## src/design/assert_macros.svh

```systemverilog
// ----------------------------------------------------------------------------
// Assertion macros
// Concurrent assertion helpers clocked on clk with reset rst_n; empty when
// SYNTHESIS is defined.
// ----------------------------------------------------------------------------
`ifndef ASSERT_MACROS_SVH
`define ASSERT_MACROS_SVH

`ifndef SYNTHESIS

// Property that must hold at every clock edge outside reset.
`define ASSERT_ALWAYS(name, prop, msg) \
  name: assert property (@(posedge clk) disable iff (!rst_n) (prop)) else $error(msg);

// Consequent that must hold in the cycle after the antecedent.
`define ASSERT_NEXT(name, ante, cons, msg) \
  name: assert property (@(posedge clk) disable iff (!rst_n) (ante) |=> (cons)) \
    else $error(msg);

`else

`define ASSERT_ALWAYS(name, prop, msg)
`define ASSERT_NEXT(name, ante, cons, msg)

`endif

`endif

```

## src/design/acs_pkg.sv

```systemverilog
// ----------------------------------------------------------------------------
// acs_pkg
// Payload types, mode codes and constants of the alarm clock core.
// ----------------------------------------------------------------------------
package acs_pkg;

  localparam logic [2:0]  MODE_TICK       = 3'd0;
  localparam logic [2:0]  MODE_SET_TIME   = 3'd1;
  localparam logic [2:0]  MODE_SET_ALARM  = 3'd2;
  localparam logic [2:0]  MODE_TOGGLE     = 3'd3;
  localparam logic [2:0]  MODE_SNOOZE     = 3'd4;

  localparam logic [15:0] TPS_RESET       = 16'd1000;

  typedef struct packed {
    logic [2:0] mode;
    logic [7:0] hr_hi;
    logic [7:0] hr_lo;
    logic [7:0] min_hi;
    logic [7:0] min_lo;
    logic [7:0] sec_hi;
    logic [7:0] sec_lo;
    logic [7:0] snooze_minutes;
  } in_item_t;

  typedef struct packed {
    logic       accepted;
    logic       alarm_fired;
    logic       time_valid;
    logic       alarm_on;
    logic [5:0] now_hours_bcd;
    logic [6:0] now_minutes_bcd;
    logic [6:0] now_seconds_bcd;
    logic [5:0] alarm_hours_bcd;
    logic [6:0] alarm_minutes_bcd;
    logic [6:0] alarm_seconds_bcd;
  } out_item_t;

endpackage

```

## src/design/alarm_clock_with_snooze_core.sv

```systemverilog
// ----------------------------------------------------------------------------
// alarm_clock_with_snooze_core
// Time-of-day clock with alarm and snooze, reporting times in packed BCD.
// ----------------------------------------------------------------------------
// Usage:
//   in_*  : one command per transfer (tick, set time, set alarm, toggle
//           alarm enable, snooze). Digits are checked for 00:00:00..23:59:59.
//   out_* : exactly one result per command, in order, with flags and the
//           current and alarm times after the command.
//   cfg_* : ticks per second; always ready. Write only while the core is idle.
// out_valid rises in the cycle after the input transfer. One command is
// taken per cycle unless the result stalls: the command is decoded and the
// whole state update done between the input port and the single result
// register. A stalled result register holds its item; in_ready stays high
// while the result is being taken in the same cycle, so a command can enter.
// Reset clears the time, alarm, snooze, prescaler and flags and loads
// ticks per second with 1000. Ticks are ignored until the time is set.
// Time is kept as packed BCD; the snooze point is kept in binary h/m/s.
// ----------------------------------------------------------------------------
`include "assert_macros.svh"

module alarm_clock_with_snooze_core
  import acs_pkg::*;
(
  input  logic      clk,
  input  logic      rst_n,
  input  logic      in_valid,
  output logic      in_ready,
  input  in_item_t  in_data,
  output logic      out_valid,
  input  logic      out_ready,
  output out_item_t out_data,
  input  logic        cfg_valid,
  output logic        cfg_ready,
  input  logic [15:0] cfg_data
);

  // state
  logic [15:0] tps_r;
  logic [15:0] tick_cnt_r, tick_cnt_nxt;
  logic [5:0]  now_h_r, now_h_nxt;
  logic [6:0]  now_m_r, now_m_nxt;
  logic [6:0]  now_s_r, now_s_nxt;
  logic [5:0]  alm_h_r, alm_h_nxt;
  logic [6:0]  alm_m_r, alm_m_nxt;
  logic [6:0]  alm_s_r, alm_s_nxt;
  logic [4:0]  snz_h_r, snz_h_nxt;
  logic [5:0]  snz_m_r, snz_m_nxt;
  logic [5:0]  snz_s_r, snz_s_nxt;
  logic        time_set_r, time_set_nxt;
  logic        alarm_en_r, alarm_en_nxt;
  logic        snooze_act_r, snooze_act_nxt;
  logic        out_valid_r;
  out_item_t   out_data_r, out_data_nxt;

  logic        in_fire;
  logic        accepted;
  logic        fired;
  logic        digits_ok;
  logic [15:0] tick_inc;
  logic [5:0]  inc_h;
  logic [6:0]  inc_m;
  logic [6:0]  inc_s;
  logic        s_wrap, m_wrap;
  logic [4:0]  inc_h_bin;
  logic [5:0]  inc_m_bin, inc_s_bin;
  logic [4:0]  now_h_bin;
  logic [5:0]  now_m_bin, now_s_bin;
  logic [2:0]  snz_q;
  logic [7:0]  snz_r8;
  logic [6:0]  snz_m_sum;
  logic        snz_carry;
  logic [4:0]  snz_h_sum;

  assign in_fire   = in_valid && in_ready;
  assign in_ready  = !out_valid_r || out_ready;
  assign out_valid = out_valid_r;
  assign out_data  = out_data_r;
  assign cfg_ready = 1'b1;

  // next value of a 00..59 packed BCD counter
  function automatic logic [6:0] bcd60_inc(input logic [6:0] v);
    logic [6:0] r;
    if (v == 7'h59) begin
      r = 7'h00;
    end else if (v[3:0] == 4'd9) begin
      r = {v[6:4] + 3'd1, 4'd0};
    end else begin
      r = {v[6:4], v[3:0] + 4'd1};
    end
    return r;
  endfunction

  // packed BCD (tens in [6:4]) to binary
  function automatic logic [6:0] bcd_to_bin(input logic [6:0] v);
    return {1'b0, v[6:4], 3'b000} + {3'b000, v[6:4], 1'b0} + {3'b000, v[3:0]};
  endfunction

  assign digits_ok = (in_data.hr_hi  <= 8'd2) && (in_data.hr_lo  <= 8'd9) &&
                     (in_data.min_hi <= 8'd5) && (in_data.min_lo <= 8'd9) &&
                     (in_data.sec_hi <= 8'd5) && (in_data.sec_lo <= 8'd9) &&
                     !((in_data.hr_hi == 8'd2) && (in_data.hr_lo > 8'd3));

  // one second on from the current time, wrapping at midnight
  assign s_wrap = (now_s_r == 7'h59);
  assign m_wrap = s_wrap && (now_m_r == 7'h59);
  assign inc_s  = bcd60_inc(now_s_r);
  assign inc_m  = s_wrap ? bcd60_inc(now_m_r) : now_m_r;

  always_comb begin
    inc_h = now_h_r;
    if (m_wrap) begin
      if (now_h_r == 6'h23) begin
        inc_h = 6'h00;
      end else if (now_h_r[3:0] == 4'd9) begin
        inc_h = {now_h_r[5:4] + 2'd1, 4'd0};
      end else begin
        inc_h = {now_h_r[5:4], now_h_r[3:0] + 4'd1};
      end
    end
  end

  assign inc_h_bin = 5'(bcd_to_bin({1'b0, inc_h}));
  assign inc_m_bin = 6'(bcd_to_bin(inc_m));
  assign inc_s_bin = 6'(bcd_to_bin(inc_s));
  assign now_h_bin = 5'(bcd_to_bin({1'b0, now_h_r}));
  assign now_m_bin = 6'(bcd_to_bin(now_m_r));
  assign now_s_bin = 6'(bcd_to_bin(now_s_r));
  assign tick_inc  = tick_cnt_r + 16'd1;

  // snooze minutes split into whole hours and leftover minutes
  always_comb begin
    if (in_data.snooze_minutes >= 8'd240) begin
      snz_q  = 3'd4;
      snz_r8 = in_data.snooze_minutes - 8'd240;
    end else if (in_data.snooze_minutes >= 8'd180) begin
      snz_q  = 3'd3;
      snz_r8 = in_data.snooze_minutes - 8'd180;
    end else if (in_data.snooze_minutes >= 8'd120) begin
      snz_q  = 3'd2;
      snz_r8 = in_data.snooze_minutes - 8'd120;
    end else if (in_data.snooze_minutes >= 8'd60) begin
      snz_q  = 3'd1;
      snz_r8 = in_data.snooze_minutes - 8'd60;
    end else begin
      snz_q  = 3'd0;
      snz_r8 = in_data.snooze_minutes;
    end
  end

  assign snz_m_sum = {1'b0, now_m_bin} + {1'b0, snz_r8[5:0]};
  assign snz_carry = (snz_m_sum >= 7'd60);
  assign snz_h_sum = now_h_bin + {2'b00, snz_q} + {4'b0000, snz_carry};

  always_comb begin
    tick_cnt_nxt   = tick_cnt_r;
    now_h_nxt      = now_h_r;
    now_m_nxt      = now_m_r;
    now_s_nxt      = now_s_r;
    alm_h_nxt      = alm_h_r;
    alm_m_nxt      = alm_m_r;
    alm_s_nxt      = alm_s_r;
    snz_h_nxt      = snz_h_r;
    snz_m_nxt      = snz_m_r;
    snz_s_nxt      = snz_s_r;
    time_set_nxt   = time_set_r;
    alarm_en_nxt   = alarm_en_r;
    snooze_act_nxt = snooze_act_r;
    accepted       = 1'b1;
    fired          = 1'b0;

    case (in_data.mode)
      MODE_TICK: begin
        if (time_set_r) begin
          if (tick_inc >= tps_r) begin
            tick_cnt_nxt = 16'd0;
            now_h_nxt    = inc_h;
            now_m_nxt    = inc_m;
            now_s_nxt    = inc_s;
            if (alarm_en_r) begin
              if ({inc_h, inc_m, inc_s} == {alm_h_r, alm_m_r, alm_s_r}) begin
                fired          = 1'b1;
                snooze_act_nxt = 1'b0;
              end else if (snooze_act_r &&
                           ({inc_h_bin, inc_m_bin, inc_s_bin} ==
                            {snz_h_r, snz_m_r, snz_s_r})) begin
                fired          = 1'b1;
                snooze_act_nxt = 1'b0;
              end
            end
          end else begin
            tick_cnt_nxt = tick_inc;
          end
        end
      end
      MODE_SET_TIME: begin
        if (digits_ok) begin
          now_h_nxt    = {in_data.hr_hi[1:0], in_data.hr_lo[3:0]};
          now_m_nxt    = {in_data.min_hi[2:0], in_data.min_lo[3:0]};
          now_s_nxt    = {in_data.sec_hi[2:0], in_data.sec_lo[3:0]};
          time_set_nxt = 1'b1;
        end else begin
          accepted = 1'b0;
        end
      end
      MODE_SET_ALARM: begin
        if (digits_ok) begin
          alm_h_nxt      = {in_data.hr_hi[1:0], in_data.hr_lo[3:0]};
          alm_m_nxt      = {in_data.min_hi[2:0], in_data.min_lo[3:0]};
          alm_s_nxt      = {in_data.sec_hi[2:0], in_data.sec_lo[3:0]};
          snooze_act_nxt = 1'b0;
        end else begin
          accepted = 1'b0;
        end
      end
      MODE_TOGGLE: begin
        alarm_en_nxt = !alarm_en_r;
      end
      MODE_SNOOZE: begin
        snz_h_nxt      = (snz_h_sum >= 5'd24) ? snz_h_sum - 5'd24 : snz_h_sum;
        snz_m_nxt      = snz_carry ? 6'(snz_m_sum - 7'd60) : snz_m_sum[5:0];
        snz_s_nxt      = now_s_bin;
        snooze_act_nxt = 1'b1;
      end
      default: begin
      end
    endcase
  end

  always_comb begin
    out_data_nxt.accepted          = accepted;
    out_data_nxt.alarm_fired       = fired;
    out_data_nxt.time_valid        = time_set_nxt;
    out_data_nxt.alarm_on          = alarm_en_nxt;
    out_data_nxt.now_hours_bcd     = now_h_nxt;
    out_data_nxt.now_minutes_bcd   = now_m_nxt;
    out_data_nxt.now_seconds_bcd   = now_s_nxt;
    out_data_nxt.alarm_hours_bcd   = alm_h_nxt;
    out_data_nxt.alarm_minutes_bcd = alm_m_nxt;
    out_data_nxt.alarm_seconds_bcd = alm_s_nxt;
  end

  always_ff @(posedge clk) begin
    if (!rst_n) begin
      tps_r        <= TPS_RESET;
      tick_cnt_r   <= '0;
      now_h_r      <= '0;
      now_m_r      <= '0;
      now_s_r      <= '0;
      alm_h_r      <= '0;
      alm_m_r      <= '0;
      alm_s_r      <= '0;
      snz_h_r      <= '0;
      snz_m_r      <= '0;
      snz_s_r      <= '0;
      time_set_r   <= 1'b0;
      alarm_en_r   <= 1'b0;
      snooze_act_r <= 1'b0;
      out_valid_r  <= 1'b0;
    end else begin
      if (cfg_valid && cfg_ready) begin
        tps_r <= cfg_data;
      end
      if (in_fire) begin
        tick_cnt_r   <= tick_cnt_nxt;
        now_h_r      <= now_h_nxt;
        now_m_r      <= now_m_nxt;
        now_s_r      <= now_s_nxt;
        alm_h_r      <= alm_h_nxt;
        alm_m_r      <= alm_m_nxt;
        alm_s_r      <= alm_s_nxt;
        snz_h_r      <= snz_h_nxt;
        snz_m_r      <= snz_m_nxt;
        snz_s_r      <= snz_s_nxt;
        time_set_r   <= time_set_nxt;
        alarm_en_r   <= alarm_en_nxt;
        snooze_act_r <= snooze_act_nxt;
        out_valid_r  <= 1'b1;
      end else if (out_ready) begin
        out_valid_r <= 1'b0;
      end
    end
  end

  // result payload needs no reset
  always_ff @(posedge clk) begin
    if (in_fire) begin
      out_data_r <= out_data_nxt;
    end
  end

  `ASSERT_ALWAYS(a_fire_needs_alarm,
    !(out_valid && out_data.alarm_fired) || (out_data.alarm_on && out_data.time_valid),
    "alarm fired while disabled or with time unset")

  `ASSERT_NEXT(a_time_set_sticky, time_set_r, time_set_r,
    "time valid flag dropped")

  `ASSERT_NEXT(a_fire_clears_snooze, in_fire && fired, !snooze_act_r,
    "snooze still armed after the alarm fired")

  `ASSERT_ALWAYS(a_now_in_range,
    (now_h_r[3:0] <= 4'd9) && (now_s_r[6:4] <= 3'd5) && (now_m_r[6:4] <= 3'd5) &&
    (now_h_r <= 6'h23),
    "current time left the 00:00:00 to 23:59:59 range")

endmodule

```

## config.mk

```make
export PLATFORM = sky130hd
export DESIGN_NAME = alarm_clock_with_snooze_core
export DESIGN_NICKNAME = d
export VERILOG_FILES = /design/src/design/acs_pkg.sv /design/src/design/alarm_clock_with_snooze_core.sv
export VERILOG_INCLUDE_DIRS = /design/src /design/src/design
export SDC_FILE = /design/constraint.sdc
export NUM_CORES = 1
export LEC_CHECK = 0
export ABC_AREA = 1
export BUFFER_PORTS_ARGS = -buffer_cell sky130_fd_sc_hd__buf_4
export CAP_MARGIN = 20
export CELL_PAD_IN_SITES_DETAIL_PLACEMENT = 1
export CELL_PAD_IN_SITES_GLOBAL_PLACEMENT = 1
export CORE_ASPECT_RATIO = 2
export CORE_UTILIZATION = 41
export CTS_CLUSTER_DIAMETER = 200
export DETAILED_ROUTE_END_ITERATION = 10
export PLACE_DENSITY = 0.76
export SYNTH_ARGS = -nofsm -noshare
export SYNTH_HDL_FRONTEND = slang
export SYNTH_SLANG_ARGS = --single-unit
```

## constraint.sdc

```tcl
create_clock -name clk -period 8.59 [get_ports clk]
set_input_delay 1.2885 -clock clk [delete_from_list [all_inputs] [get_ports clk]]
set_output_delay 1.2885 -clock clk [all_outputs]
set_load 0.1 [all_outputs]
```

==> run_results.csv <==
group,metric,value,unit
run_status,status,"finished, final reports clean",
route,drt_iter0_markers,291,
final_layout,finish.instance_area,11200,um^2
clock_tree,cts_resized,0,
clock_tree,hold_buffers,0,
clock_tree,clkLatencyLatePin,0.46,ns
die,die_area,23800,um^2
synth,synth_cell_types,47,
synth,yosys-top-cells-count,"215 x nand2_1, 195 x inv_1, 125 x a21oi_1",
sta,rsz0062_at_grt,"no",
setup_path,worst_path_max_delay_cell,"fa_1",
sta,hold_viol,0,
sta,setup_violations,0,
synth,synth_top_area_frac,0.196,
setup_path,cpPeakStageDelay,0.44,ns
route,vias_per_cell,5.40,
global_route,grt_max_degree,72,
power_and_ir_drop,p_leak,5.53,nW
synth,synth_fa_ha_area_frac,0.120,
route,route.detailed.drc,0,
clock_tree,cts.clk_slew.worst_paths,0.06,ns
setup_path,arrival,5.88,ns
placed_design,place_area,10700,um^2
synth,synth-compound-area-share,0.182,
global_route,grt_pass1_vias,9411,
route,drt_wl_total,30000,um
sta,slew_headroom,0.291,
setup_path,critPathKind,"primary input to flop",
synth,synth-seq-area-share,0.335,
clock_tree,cts_setup_buffers,0,
power_and_ir_drop,ir_drop,217,uV
synth,synthTopCellsByArea,"dfxtp_1 20%, edfxtp_1 14%, ha_1 9.1%",
synth,yosys.area_share.simple,0.215,
final_layout,layout-drive-gt1-share,0.149,
setup_path,rrSetupSlack,3.70,ns
global_route,gr-total-overflow,0,
synth,synth_area,9500,um^2
setup_path,rr_worst_depth,20,
synth,synth_cells,1295,
final_layout,fin_cells,1694,
clock_tree,root_buffer,"clkbuf_16",
sta,finalCriticalPeriod,5.50,ns
final_layout,nets,1564,
synth,yosys_most_used_dff,"dfxtp_1",
setup_path,cp_num_buf_inv,6,
setup_path,worst_setup_path_end_kind,"flop",
power_and_ir_drop,pwr_density_cell,182,nW/um^2
clock_tree,cts_buffer_depth,2,
route,detail-route-antenna-nets,0,
synth,async_flop_share,0,
global_route,track_usage,0.266,
clock_tree,cts_tree,"done",
setup_path,crit_required,8.97,ns
synth,synth.most_common_cell,"nand2_1",
global_route,grt_pass1_wl,47500,um
setup_path,critPathMostFrequentCell,"nand2_1",
synth,synth_xor_area_frac,0.0460,
setup_path,start_kind,"primary input",
route,vias,9150,
placed_design,placed_cells,1662,
sta,tns,0,ns
sta,fin_crit_sh,0.640,
sta,skew,0.0109,ns
worst_hold_path,hold_path_class,"flop to flop",
clock_tree,htree_levels,4,
clock_tree,cts-buffers-inserted,17,
synth,synth_nets,1458,
final_layout,antenna_cells,0,
placed_design,hpwl,23400,um
synth,synth_mux_area_frac,0,
die,fp-row-count,78,
synth,ys_ff_latch,137,
final_layout,areaGrowthSynthToFinish,18.3,%
run,drv_cap,0,
route,avgRoutedWirePerCell,17.7,um
placed_design,gp_routability_congestion,0.847,
die,die_h,217,um
setup_path,crit_family,"adder cells",
die,initial_utilization,0.418,
synth,synth_top_family_by_area,"simple AND/OR/NAND/NOR gates",
synth,synth_edf_count,44,
sta,max_slew.worst_pin.slew,1.06,ns
synth,syn_avg_cell_area,7.33,um^2
setup_path,crit_start,"in_data[4]",
clock_tree,clock-sinks,137,
die,pin_count,127,
worst_hold_path,worstHoldStart,"tps_r[3]",
synth,ys_warn_count,0,
synth,synth_top_area_cell,"dfxtp_1",
route,drtPass1Iterations,4,
setup_path,path_max_fanout,8,
global_route,antenna_found_initial,0,
worst_hold_path,holdPathStages,2,
sta,max_freq,182,MHz
die,die_x,110,um
placed_design,portBuffers,125,
setup_path,timing.rr.start,"tick_cnt_r[0]",
die,core,22700,um^2
sta,maxSlewViolCount,0,
worst_hold_path,hold_path_end,"tps_r[3]",
setup_path,reg2reg_to,"now_m_r[5]",
[stage by stage]
step | util | worst slack (ns) | hold slack, ns | power, W
after floorplan | - | 3.50 | 0.440 | 0.00115
after global placement | 0.468 | 2.94 | 0.453 | 0.00130
after detailed placement | 0.468 | 2.70 | 0.465 | 0.00132
after CTS | 0.494 | 3.08 | 0.475 | 0.00206
after global routing | 0.494 | 2.65 | 0.496 | 0.00214
final | 0.494 | 3.09 | 0.473 | 0.00205
[report_power, final]
group / switching, W / internal [W]
logic: 0.000386 / 0.000173
registers: 0.0000324 / 0.000712
clock network: 0.000312 / 0.000432
[layout make-up]
| type | instances | area (um^2) |
|---|---|---|
| tap | 280 | 350 |
| clock inverter | 12 | 111 |
| fill | 2901 | 11500 |
| clock buffer | 20 | 478 |
| multi-input combinational | 910 | 5370 |
| sequential | 137 | 3180 |
| inverter | 205 | 774 |
| timing repair buffer | 130 | 976 |
[registers in the layout, summed over array words and instances (netlist names)]
name / flops
tps_r: 16
now_s_r: 7
now_m_r: 7
alm_h_r: 6
tick_cnt_r: 16
snz_s_r: 6
snooze_act_r: 1
now_h_r: 6
snz_h_r: 5
snz_m_r: 6
alm_s_r: 7
out_data: 44
time_set_r: 1
alm_m_r: 7
out_valid: 1
alarm_en_r: 1
[worst reg2reg max path, delay by kind of cell (launching register included)]
kind | cells | cell delay [ns]
AND/OR/NAND/NOR | 12 | 2.61
buffers and inverters | 3 | 0.68
adder cells (fa/ha/maj) | 2 | 0.51
AO/OA/AOI/OAI | 2 | 0.41
flip-flops | 1 | 0.41
XOR/XNOR | 1 | 0.19
[routing by layer]
metal  wire length, um  track usage  share of wire
met5                 0            0              0
met4              1630        0.164          0.054
met3              1070       0.0440          0.036
met2             16600        0.506           0.55
met1             10700        0.255           0.36
[cells in the final DEF (no fill, tap or decap), types with 3 or more instances in the layout]
cell type,count
inv_1,194
nor3b_1,3
buf_4,130
nand2_2,18
nor4_1,7
o21ai_2,3
nor3_1,7
nand2_1,214
or2_2,3
edfxtp_1,44
o22ai_1,21
inv_2,9
ha_1,69
nand3_1,57
xnor2_1,14
nand4_1,17
nand3b_1,4
o21bai_1,15
fa_1,14
dfxtp_1,93
o21ai_0,124
a21oi_1,125
inv_6,3
clkinv_4,3
nor2_1,110
clkbuf_16,18
clkinvlp_4,3
o21ai_1,15
nand2_4,6
o211ai_1,13
xor2_1,34
[kinds of logic (layout without fill, tap and decap cells)]
group           Yosys count  in the layout
simple gates            455            455
fa+ha+maj                83             83
compound gates          322            322
flops                   137            137
other cells               1              1
xor+xnor                 49             49
buf+inv                 248            367
[worst max-delay path by stage]
| stage | cells after the start | slack (ns) | endpoint |
|---|---|---|---|
| finish | 28 | 3.09 | snz_h_r[4] |
| CTS | 28 | 3.08 | snz_h_r[4] |
| detailed placement | 28 | 2.70 | snz_h_r[4] |
| global route | 28 | 2.65 | snz_h_r[4] |
| global placement | 28 | 2.94 | snz_h_r[4] |
| floorplan | 27 | 3.50 | snz_h_r[4] |
Note: power is estimated with default switching activity, not from simulation.
